$ cat src/rtl/core/swsfr_pkg.sv
// Shared constants, codes and types of the single-wire sensor frame receiver.
package swsfr_pkg;

  localparam int unsigned OpBits        = 3;
  localparam int unsigned StatusBits    = 3;
  localparam int unsigned TimeInBits    = 32;
  localparam int unsigned TimeBitsDef   = 32;
  localparam int unsigned EdgesPerFrame = 44;
  localparam int unsigned FirstDataEdge = 4;
  localparam int unsigned FrameBits     = 40;
  localparam int unsigned EdgeIdxBits   = 6;
  localparam int unsigned HumBits       = 16;
  localparam int unsigned TempBits      = 15;
  localparam int unsigned ThrBits       = 10;
  localparam int unsigned HoldBits      = 24;
  localparam int unsigned CfgIdxBits    = 1;
  localparam int unsigned CfgDataBits   = 24;

  localparam logic [ThrBits-1:0]  ThrRst  = ThrBits'(100);
  localparam logic [HoldBits-1:0] HoldRst = HoldBits'(2500000);

  typedef enum logic [OpBits-1:0] {
    OP_EDGE    = 3'd0,
    OP_START   = 3'd1,
    OP_PWR_ON  = 3'd2,
    OP_PWR_OFF = 3'd3,
    OP_QUERY   = 3'd4
  } op_e;

  typedef enum logic [StatusBits-1:0] {
    ST_ACCEPTED  = 3'd0,
    ST_OFF       = 3'd1,
    ST_TOO_SOON  = 3'd2,
    ST_FRAME_OK  = 3'd3,
    ST_CSUM_ERR  = 3'd4,
    ST_OVERFLOW  = 3'd5,
    ST_PWR_REPLY = 3'd6
  } status_e;

  typedef enum logic [CfgIdxBits-1:0] {
    CFG_BIT_THRESHOLD = 1'b0,
    CFG_HOLDOFF       = 1'b1
  } cfg_idx_e;

  // Decoded frame contents
  typedef struct packed {
    logic                ok;
    logic [HumBits-1:0]  humidity;
    logic [TempBits-1:0] temperature;
    logic                negative;
  } frame_res_t;

endpackage

$ cat src/rtl/core/swsfr_evt_if.sv
// Event channel: valid/ready handshake carrying op and timestamp.
interface swsfr_evt_if import swsfr_pkg::*; ();
  logic                  valid;
  logic                  ready;
  logic [OpBits-1:0]     op;
  logic [TimeInBits-1:0] time_us;

  modport source (output valid, op, time_us, input ready);
  modport sink   (input valid, op, time_us, output ready);
endinterface

$ cat src/rtl/core/swsfr_res_if.sv
// Result channel: valid/ready handshake carrying status and decoded frame.
interface swsfr_res_if import swsfr_pkg::*; ();
  logic                  valid;
  logic                  ready;
  logic [StatusBits-1:0] status;
  logic [HumBits-1:0]    humidity;
  logic [TempBits-1:0]   temperature;
  logic                  temperature_negative;
  logic [TimeInBits-1:0] start_time_us;
  logic                  powered;

  modport source (output valid, status, humidity, temperature, temperature_negative,
                  start_time_us, powered, input ready);
  modport sink   (input valid, status, humidity, temperature, temperature_negative,
                  start_time_us, powered, output ready);
endinterface

$ cat src/rtl/core/single_wire_sensor_frame_receiver_core.sv
// Top level of the single-wire sensor frame receiver.
// Decodes timestamped events (falling edge, start, power on, power off, power query) of a
// single-wire temperature/humidity sensor into one result transaction per event. Every event
// is handled in the cycle it is accepted: the elapsed-time subtract and compare, the bit
// shift and the frame checksum sit between the event handshake and the result register, so
// the block takes one event per clock whenever the result side is not stalled; the result
// is valid in the cycle after acceptance. A finished result may sit in the output register
// while the next event is accepted in the same cycle it is taken. A start is refused while
// power is off or before holdoff_us has elapsed since power-on or the last start. Edges 4 to
// 43 after a start give one data bit each (interval above bit_threshold_us reads as one),
// the last of them closes the frame and reports humidity, temperature and sign when the byte
// sum matches; further edges are ignored with an overflow status. Time differences wrap
// modulo 2^TimeBits. Configuration writes take effect on the next event.
module single_wire_sensor_frame_receiver_core import swsfr_pkg::*; #(
  parameter int unsigned TimeBits = TimeBitsDef
) (
  input  logic                   clk_i,
  input  logic                   rst_ni,
  input  logic                   cfg_we_i,
  input  logic [CfgIdxBits-1:0]  cfg_idx_i,
  input  logic [CfgDataBits-1:0] cfg_data_i,
  swsfr_evt_if.sink              evt_i,
  swsfr_res_if.source            res_o
);

  localparam logic [EdgeIdxBits-1:0] EdgeLimit = EdgeIdxBits'(EdgesPerFrame);
  localparam logic [EdgeIdxBits-1:0] DataEdge  = EdgeIdxBits'(FirstDataEdge);

  // Configuration registers
  logic [ThrBits-1:0]  thr_q;
  logic [HoldBits-1:0] hold_q;

  // Sensor state
  logic                   power_q, power_d;
  logic [TimeBits-1:0]    last_q, last_d;
  logic [TimeBits-1:0]    prev_q, prev_d;
  logic [EdgeIdxBits-1:0] idx_q, idx_d;
  logic [FrameBits-1:0]   frame_q, frame_d;

  // Result register
  logic                  res_valid_q;
  logic [StatusBits-1:0] status_q;
  logic [HumBits-1:0]    hum_q;
  logic [TempBits-1:0]   temp_q;
  logic                  neg_q;
  logic [TimeInBits-1:0] start_q;
  logic                  powered_q;

  logic                 evt_fire;
  logic [TimeBits-1:0]  now;
  logic [TimeBits-1:0]  interval;
  logic [TimeBits-1:0]  elapsed;
  logic                 data_bit;
  logic [FrameBits-1:0] frame_shift;
  logic                 last_edge;
  status_e              status;
  frame_res_t           chk;

  // Output register frees up in the same cycle it is drained
  assign evt_i.ready = !res_valid_q || res_o.ready;
  assign evt_fire    = evt_i.valid && evt_i.ready;

  assign now      = TimeBits'(evt_i.time_us);
  assign interval = now - prev_q;
  assign elapsed  = now - last_q;

  // Frame with the bit of this edge shifted in
  assign data_bit    = (interval > TimeBits'(thr_q));
  assign frame_shift = {frame_q[FrameBits-2:0], data_bit};

  // Checksum is taken on the frame including the bit of the closing edge
  swsfr_frame_chk u_frame_chk (
    .frame_i (frame_shift),
    .res_o   (chk)
  );

  always_comb begin
    power_d   = power_q;
    last_d    = last_q;
    prev_d    = prev_q;
    idx_d     = idx_q;
    frame_d   = frame_q;
    last_edge = 1'b0;
    status    = ST_ACCEPTED;
    unique case (op_e'(evt_i.op))
      OP_EDGE: begin
        if (idx_q >= EdgeLimit) begin
          status = ST_OVERFLOW;
        end else begin
          if (idx_q >= DataEdge) begin
            frame_d = frame_shift;
          end
          prev_d = now;
          idx_d  = idx_q + 1'b1;
          if (idx_d == EdgeLimit) begin
            last_edge = 1'b1;
            status    = chk.ok ? ST_FRAME_OK : ST_CSUM_ERR;
          end
        end
      end
      OP_START: begin
        if (!power_q) begin
          status = ST_OFF;
        end else if (elapsed < TimeBits'(hold_q)) begin
          status = ST_TOO_SOON;
        end else begin
          last_d  = now;
          prev_d  = now;
          idx_d   = EdgeIdxBits'(1);
          frame_d = '0;
        end
      end
      OP_PWR_ON: begin
        power_d = 1'b1;
        last_d  = now;
      end
      OP_PWR_OFF: begin
        power_d = 1'b0;
      end
      default: begin
        // query and unused codes: no state change
        status = ST_PWR_REPLY;
      end
    endcase
  end

  // Configuration port
  always_ff @(posedge clk_i or negedge rst_ni) begin
    if (!rst_ni) begin
      thr_q  <= ThrRst;
      hold_q <= HoldRst;
    end else if (cfg_we_i) begin
      unique case (cfg_idx_e'(cfg_idx_i))
        CFG_BIT_THRESHOLD: thr_q  <= cfg_data_i[ThrBits-1:0];
        CFG_HOLDOFF:       hold_q <= cfg_data_i[HoldBits-1:0];
      endcase
    end
  end

  // Sensor state advances once per accepted transaction
  always_ff @(posedge clk_i or negedge rst_ni) begin
    if (!rst_ni) begin
      power_q <= 1'b0;
      last_q  <= '0;
      prev_q  <= '0;
      idx_q   <= '0;
      frame_q <= '0;
    end else if (evt_fire) begin
      power_q <= power_d;
      last_q  <= last_d;
      prev_q  <= prev_d;
      idx_q   <= idx_d;
      frame_q <= frame_d;
    end
  end

  always_ff @(posedge clk_i or negedge rst_ni) begin
    if (!rst_ni) begin
      res_valid_q <= 1'b0;
    end else if (evt_fire) begin
      res_valid_q <= 1'b1;
    end else if (res_o.ready) begin
      res_valid_q <= 1'b0;
    end
  end

  // Payload: decoded fields only on a good frame
  always_ff @(posedge clk_i) begin
    if (evt_fire) begin
      status_q  <= status;
      hum_q     <= (last_edge && chk.ok) ? chk.humidity : '0;
      temp_q    <= (last_edge && chk.ok) ? chk.temperature : '0;
      neg_q     <= last_edge && chk.ok && chk.negative;
      start_q   <= TimeInBits'(last_d);
      powered_q <= power_d;
    end
  end

  assign res_o.valid                = res_valid_q;
  assign res_o.status               = status_q;
  assign res_o.humidity             = hum_q;
  assign res_o.temperature          = temp_q;
  assign res_o.temperature_negative = neg_q;
  assign res_o.start_time_us        = start_q;
  assign res_o.powered              = powered_q;

endmodule

$ cat src/rtl/core/swsfr_frame_chk.sv
// Frame checksum test and field split of a completed 40-bit frame.
module swsfr_frame_chk import swsfr_pkg::*; (
  input  logic [FrameBits-1:0] frame_i,
  output frame_res_t           res_o
);

  logic [7:0] b0, b1, b2, b3, b4;
  logic [7:0] sum;

  assign b0 = frame_i[39:32];
  assign b1 = frame_i[31:24];
  assign b2 = frame_i[23:16];
  assign b3 = frame_i[15:8];
  assign b4 = frame_i[7:0];

  // 8-bit wrap-around sum
  assign sum = b0 + b1 + b2 + b3;

  assign res_o.ok          = (sum == b4);
  assign res_o.humidity    = {b0, b1};
  assign res_o.temperature = {b2[6:0], b3};
  assign res_o.negative    = b2[7];

endmodule

$ cat src/flat_wrapper.sv
// flat-port wrapper written by rule: the top's interface ports become plain ports
module single_wire_sensor_frame_receiver_core_flat import swsfr_pkg::*;
#(
  parameter int unsigned TimeBits = TimeBitsDef
)
  (clk_i, rst_ni, cfg_we_i, cfg_idx_i, cfg_data_i, evt_i_valid, evt_i_op, evt_i_time_us, evt_i_ready, res_o_valid, res_o_status, res_o_humidity, res_o_temperature, res_o_temperature_negative, res_o_start_time_us, res_o_powered, res_o_ready);
  swsfr_evt_if evt_i_i ();
  swsfr_res_if res_o_i ();
  input  logic clk_i;
  input  logic rst_ni;
  input  logic cfg_we_i;
  input  logic [CfgIdxBits-1:0] cfg_idx_i;
  input  logic [CfgDataBits-1:0] cfg_data_i;
  input wire logic [$bits(evt_i_i.valid)-1:0] evt_i_valid;
  input wire logic [$bits(evt_i_i.op)-1:0] evt_i_op;
  input wire logic [$bits(evt_i_i.time_us)-1:0] evt_i_time_us;
  output wire logic [$bits(evt_i_i.ready)-1:0] evt_i_ready;
  output wire logic [$bits(res_o_i.valid)-1:0] res_o_valid;
  output wire logic [$bits(res_o_i.status)-1:0] res_o_status;
  output wire logic [$bits(res_o_i.humidity)-1:0] res_o_humidity;
  output wire logic [$bits(res_o_i.temperature)-1:0] res_o_temperature;
  output wire logic [$bits(res_o_i.temperature_negative)-1:0] res_o_temperature_negative;
  output wire logic [$bits(res_o_i.start_time_us)-1:0] res_o_start_time_us;
  output wire logic [$bits(res_o_i.powered)-1:0] res_o_powered;
  input wire logic [$bits(res_o_i.ready)-1:0] res_o_ready;
  assign evt_i_i.valid = evt_i_valid;
  assign evt_i_i.op = evt_i_op;
  assign evt_i_i.time_us = evt_i_time_us;
  assign evt_i_ready = evt_i_i.ready;
  assign res_o_valid = res_o_i.valid;
  assign res_o_status = res_o_i.status;
  assign res_o_humidity = res_o_i.humidity;
  assign res_o_temperature = res_o_i.temperature;
  assign res_o_temperature_negative = res_o_i.temperature_negative;
  assign res_o_start_time_us = res_o_i.start_time_us;
  assign res_o_powered = res_o_i.powered;
  assign res_o_i.ready = res_o_ready;
  single_wire_sensor_frame_receiver_core #(.TimeBits(TimeBits)) u_core (.clk_i(clk_i), .rst_ni(rst_ni), .cfg_we_i(cfg_we_i), .cfg_idx_i(cfg_idx_i), .cfg_data_i(cfg_data_i), .evt_i(evt_i_i), .res_o(res_o_i));
endmodule
$ cat config.mk
export PLATFORM = sky130hd
export DESIGN_NAME = single_wire_sensor_frame_receiver_core_flat
export DESIGN_NICKNAME = d
export VERILOG_FILES = /design/src/rtl/core/swsfr_pkg.sv /design/src/rtl/core/swsfr_evt_if.sv /design/src/rtl/core/swsfr_res_if.sv /design/src/rtl/core/single_wire_sensor_frame_receiver_core.sv /design/src/rtl/core/swsfr_frame_chk.sv /design/src/flat_wrapper.sv
export SDC_FILE = /design/constraint.sdc
export NUM_CORES = 1
export LEC_CHECK = 0
export ABC_AREA = 1
export BUFFER_PORTS_ARGS = -buffer_cell sky130_fd_sc_hd__buf_2
export CAP_MARGIN = 40
export CORE_UTILIZATION = 60
export DETAILED_ROUTE_END_ITERATION = 6
export MAX_ROUTING_LAYER = met4
export PLACE_DENSITY_LB_ADDON = 0.3
export REMOVE_ABC_BUFFERS = 1
export SYNTH_ARGS = -nofsm -noshare
export SYNTH_HDL_FRONTEND = slang
export SYNTH_SLANG_ARGS = --single-unit
$ cat constraint.sdc
create_clock -name clk_i -period 8.9 [get_ports clk_i]
set_clock_uncertainty 0.1 [all_clocks]
set_input_delay 0.89 -clock clk_i [delete_from_list [all_inputs] [get_ports clk_i]]
set_output_delay 0.89 -clock clk_i [all_outputs]
set_load 0.01 [all_outputs]
# ---- Word-level counts from Yosys, hierarchy flattened
# Index checks and enable logic that the tools add are counted.
dict set report word_totals {
  register_bits 213
  out_inout_bits 70
  wordCells 75
}
dict set report op_classes {
  n_addsub 6
  n_lt_le_gt_ge 4
  n_eq_ne 9
  n_mux 28
  n_bitwise 1
  reduce_logical 13
}
# op count
set ops {}
lappend ops {{$mux W32} 5}
lappend ops {{$mux W39} 4}
lappend ops {{$pmux W32 S2} 2}
lappend ops {{$pmux W39 S2} 1}
lappend ops {{$sub A32 B32 Y32} 2}
lappend ops {{$gt A32 B10 Y1} 1}
lappend ops {{$lt A32 B24 Y1} 1}
lappend ops {{$add A8 B8 Y8} 3}
lappend ops {{$mux W6} 3}
lappend ops {{$mux W3} 4}
lappend ops {{$pmux W6 S2} 1}
lappend ops {{$pmux W3 S3} 1}
lappend ops {{$eq A8 B8 Y1} 1}
lappend ops {{$add A6 B1 Y6 const B} 1}
lappend ops {{$eq A3 B2 Y1 const B} 2}
lappend ops {{$eq A6 B6 Y1 const B} 1}
lappend ops {{$ge A6 B3 Y1 const B} 1}
lappend ops {{$ge A6 B6 Y1 const B} 1}
lappend ops {{$reduce_and A6 Y1} 1}
lappend ops {{$mux W1} 5}
lappend ops {{$reduce_and A5 Y1} 1}
lappend ops {{$ne A2 B1 Y1 const B} 2}
lappend ops {{$ne A2 B2 Y1 const B} 2}
lappend ops {{$reduce_and A2 Y1} 2}
lappend ops {{other kinds (10)} 13}

# ---- Longest topological paths before layout
dict set report logic_depth {
  word_depth 8
  mapped_depth 27
}

# ---- Hierarchy
# A second synthesis with hierarchy kept.
dict set report hier_totals {
  hier_cells 2287
  area_unflattened_um2 16285.6
}
# mod n_inst cells_per_inst area_per_inst_um2 seq_area_each_um2
set modules_own_cells {}
lappend modules_own_cells {single_wire_sensor_frame_receiver_core 1 2128 15202.1 5684.2}
lappend modules_own_cells {swsfr_frame_chk 1 159 1083.5 0.0}

# ---- Worst setup path after synthesis
# OpenSTA, ideal clock, no wires.
dict set report synth_timing {
  path_type {input -> register}
  startpoint {input port evt_i_time_us[0]}
  endpoint {register u_core.frame_q[22]}
  setup_time_ps 126
  arrival_ps 4005
  t_required_ps 8674
  path_slack_ps 4669
  cell_stages 22
  path_cell_list {inv_1 -> ha_1 -> inv_1 -> fa_1 -> nand3_1 -> nand3_1 -> nand2_1 -> nand4_1 -> a21o_1 -> a21oi_1 -> xnor2_1 -> ha_1 -> nand4_1 -> nor2_1 -> nor2_1 -> nand4_1 -> nor2_1 -> nand4_2 -> or2_4 -> nand3_4 -> clkbuf_4 -> o21ai_0}
}
dict set report synth_between {
  elab_chain_cells 4
}
# item line
set synth_lines {}
lappend synth_lines {{from (decl)} flat_wrapper.sv:16} ;# input wire logic [$bits(evt_i_i.time_us)-1:0] evt_i_time_us;
lappend synth_lines {{$sub A32 B32 Y32} single_wire_sensor_frame_receiver_core.sv:65} ;# assign elapsed = now - last_q;
lappend synth_lines {{$lt A32 B24 Y1} single_wire_sensor_frame_receiver_core.sv:104} ;# end else if (elapsed < TimeBits'(hold_q)) begin
lappend synth_lines {{$ne A2 B2 Y1 (no source line)} --}
lappend synth_lines {{$reduce_and A6 Y1 (no source line)} --}
lappend synth_lines {{to (signal assigned)} single_wire_sensor_frame_receiver_core.sv:153} ;# frame_q <= frame_d;
lappend synth_lines {{to (decl)} single_wire_sensor_frame_receiver_core.sv:38} ;# logic [FrameBits-1:0] frame_q, frame_d;
# Every way passes these cells.
# A chain may end at the register's enable or synchronous reset.

# ---- Final worst setup path
dict set report layout_timing {
  startpoint {input port evt_i_time_us[0]}
  endpoint {register u_core.prev_q[7]}
}
dict set report layout_between {
  elab_chain_cells 4
}
# item line
set layout_lines {}
lappend layout_lines {{$sub A32 B32 Y32} single_wire_sensor_frame_receiver_core.sv:65}
lappend layout_lines {{$lt A32 B24 Y1} single_wire_sensor_frame_receiver_core.sv:104}
lappend layout_lines {{$ne A2 B2 Y1 (no source line)} --}
lappend layout_lines {{$reduce_and A5 Y1 (no source line)} --}
lappend layout_lines {{to (signal assigned)} single_wire_sensor_frame_receiver_core.sv:151} ;# prev_q <= prev_d;
lappend layout_lines {{to (decl)} single_wire_sensor_frame_receiver_core.sv:36} ;# logic [TimeBits-1:0] prev_q, prev_d;
# Every way passes these cells.

==> out/results.tsv <==
stage	metric	value	unit
synthesis	synth_top_family_by_area	simple AND/OR/NAND/NOR gates	
clock_tree	cts_resized	0	
sta	period_minus_slack	5.359	ns
place	dpl.hpwl	33.17	mm
flow_run	drv_cap	0	
die	start_util	0.6101	
synthesis	ys_top_cells_by_area	dfrtp_1, nand2_1, edfxtp_1	
finish	multi_input_area	0.007896	mm2
synthesis	yosys_warnings	0	
synthesis	synth.most_common_cell	nand2_1	
worst_setup_path	critical_path_required	9.25	ns
synthesis	synth_top_cell_area_share	0.2189	
clock_tree	cts-root-buf	clkbuf_16	
finish	drive_gt1_frac	0.1023	
worst_hold_path	hp-class	in2async	
worst_setup_path	slowest_stage	nand4_2	
sta	rsz0062_at_grt	false	
clock_tree	cts_sinks	213	
die	dieArea	0.02617	mm2
worst_setup_path	path_buf_inv	5	
worst_setup_path	end_kind	flop	
global_routing	gr-total-overflow	0	
synthesis	synth_area_per_cell	7.158	um2
finish	num-fill-cells	2237	
worst_setup_path	endpoint	u_core.prev_q[7]$_DFFE_PN0P_	
place	portBuffers	134	
clock_tree	cts_max_level	1	
detailed_routing	routedWlPerCell	16.72	um
clock_tree	cts_tree	done	
synthesis	synth-edff-count	68	
detailed_routing	drc	0	
global_routing	antenna_found_initial	0	
place	place.gp.congestion	0.9702	
global_routing	met1_usage	0.4921	
synthesis	synth_fa_ha_area_frac	0.1067	
clock_tree	holdBufCountCts	0	
synthesis	yosys.area.top_type	dfrtp_1	
synthesis	ys_ff_latch	213	
synthesis	netlist_area	0.01532	mm2
global_routing	busiest_layer	met2	
worst_setup_path	crit_cells	25	
die	die_height	161.8	um
sta	finalHoldViolCount	0	
clock_tree	post_cts_buffers	0	
synthesis	yosys.area_share.simple	0.2778	
worst_setup_path	cpLargestDelayFamily	simple AND/OR/NAND/NOR gates	
synthesis	synth_mux_area_frac	0	
detailed_routing	drtAntennaViolNets	0	
global_routing	grt_usage	0.3486	
finish	utilization	0.6818	
sta	fmax	0.1866	GHz
global_routing	grt_pass1_wl	69.84	mm
sta	setup_tns	0	ns
worst_setup_path	crit_type	in2reg	
finish	layout.nets	2445	
synthesis	syn_inst	2140	
global_routing	grt_util_met3	0.04545	
synthesis	synth_commonest_cells	nand2_1, inv_1, nand3_1	
die	die_w	161.8	um
die	io_pins	135	
die	placementRows	58	
sta	slew_headroom	0.4162	
synthesis	synth_flop_cell	dfrtp_1	
synthesis	synthDistinctLibCells	43	
outcome	status	finished clean	
synthesis	async_flop_share	0.6808	
clock_tree	clock_latency	0.52	ns
pwr	powerDensity	224.4	mW/mm2
global_routing	grt_pass1_vias	13560	
worst_setup_path	r2r_start	u_core.last_q[0]$_DFFE_PN0P_	
sta	timing.final.crit_share	0.6022	
synthesis	synth_compound_area_frac	0.09973	
global_routing	met2_usage	0.5234	
detailed_routing	drtPass1Iterations	5	
detailed_routing	num_vias	14420	
detailed_routing	drtIter0Drc	1406	
clock_tree	cts_buffers	24	
die	core	0.02511	mm2
finish	regArea	0.005684	mm2
detailed_routing	finalWirelength	43.60	mm
detailed_routing	viasPerCell	5.532	
worst_setup_path	r2r_setup_slack	3.81	ns
worst_setup_path	r2r_cells	23	
sta	slew_violations	0	
synthesis	synth_xor_area_frac	0.03087	
worst_setup_path	arrival	5.70	ns
worst_setup_path	crit_path_start_kind	input port	
clock_tree	clockBufferDepth	3	
finish	area_growth	11.75	%
worst_setup_path	critPathLaunch	evt_i_time_us[0]	
finish	diodes	0	
sta	tightest_slew	0.8691	ns
worst_setup_path	path_max_fanout	60	
sta	setup_viol_count_final	0	
synthesis	synth-seq-area-share	0.3711	
worst_setup_path	reg2reg_to	u_core.prev_q[7]$_DFFE_PN0P_	
pwr	p_leak	8.984	nW
global_routing	grt_start_max_net_pins	79	
clock_tree	path_clk_slew	0.06	ns
worst_setup_path	max_stage_delay	0.49	ns
pwr	peakVddDrop	0.2285	mV
## sequential cells by signal (all words and copies together) (netlist names), 3 cells and up
| signal | count |
|---|---|
| u_core.res_o.humidity | 16 |
| u_core.frame_q | 39 |
| u_core.prev_q | 32 |
| u_core.res_o.start_time_us | 32 |
| u_core.thr_q | 10 |
| u_core.idx_q | 6 |
| u_core.last_q | 32 |
| u_core.res_o.status | 3 |
| u_core.res_o.temperature | 15 |
| u_core.hold_q | 24 |
## worst reg2reg max path: stages, from the launching register on
cell and delay [ns]:
dfrtp_1 0.38, ha_1 0.22, inv_1 0.10, fa_1 0.43
nand3_1 0.09, nand3_1 0.17, nand2_1 0.11, nand4_1 0.18
a21o_1 0.24, a21oi_1 0.17, xnor2_1 0.14, ha_1 0.25
nand4_1 0.11, nor2_1 0.06, nor2_1 0.11, nand4_1 0.10
nor2_1 0.13, nand4_2 0.49, buf_4 0.45, or2_4 0.30
nand2_2 0.23, buf_12 0.27, nand2_1 0.13, o21ai_0 0.08
## metrics by stage
step	worst slack [ns]	area (um2)	total power, mW	hold slack (ns)	instances
after floorplan	3.814	15030	2.366	0.3488	2083
after global placement	2.917	16220	2.771	0.3609	2559
after detailed placement	3.128	16320	2.815	0.3655	2563
after CTS	3.658	17120	3.832	0.3365	2607
after global routing	3.276	17120	4.115	0.3603	2607
final	3.541	17120	3.842	0.2958	2607
## cell type report
type	instances	share of cell area
Sequential cell	213	0.3320
Clock inverter	11	0.006505
Timing Repair Buffer	150	0.05080
Multi-Input combinational cell	1482	0.4613
Inverter	388	0.08522
Clock buffer	33	0.04005
Tap cell	330	0.02412
## metal layers
metal	part of all wire	vias to the layer above
li1	-	7019
met1	0.44	6684
met2	0.44	628
met3	0.086	90
met4	0.029	0
met5	0	-
## how the worst min path moves through the flow
stage                                          to  slack [ns]  depth (start not counted)
floorplan           u_core.last_q[10]$_DFFE_PN0P_        0.35                          2
detailed placement  u_core.last_q[17]$_DFFE_PN0P_        0.37                          2
finish                u_core.thr_q[8]$_DFFE_PN0P_        0.30                          1
global route          u_core.thr_q[8]$_DFFE_PN0P_        0.36                          1
CTS                   u_core.thr_q[8]$_DFFE_PN0P_        0.34                          1
global placement     u_core.last_q[5]$_DFFE_PN0P_        0.36                          2
## layout by cell type (no fill, tap or decap), drive strengths merged, types with 68 or more instances in the layout
cell type / instances
nand2: 688
inv: 388
buf: 150
nand3: 143
dfrtp: 134
nor2: 126
o21ai: 125
ha: 105
a21oi: 93
edfxtp: 68
## where the power goes
part / internal, mW / switching [mW] / leakage (nW)
logic: 0.555 / 1.04 / 6.08
clock network: 0.597 / 0.409 / 0.387
registers: 1.16 / 0.0764 / 2.52
total: 2.31 / 1.53 / 8.98
## kinds of logic (layout without fill, tap and decap cells)
| group | count (synthesis) | count (layout) |
|---|---|---|
| compound gates | 272 | 272 |
| xor+xnor | 54 | 54 |
| fa+ha+maj | 121 | 121 |
| buf+inv | 445 | 582 |
| flops | 213 | 213 |
| simple gates | 1035 | 1035 |
Note: power is estimated with default switching activity, not from simulation.
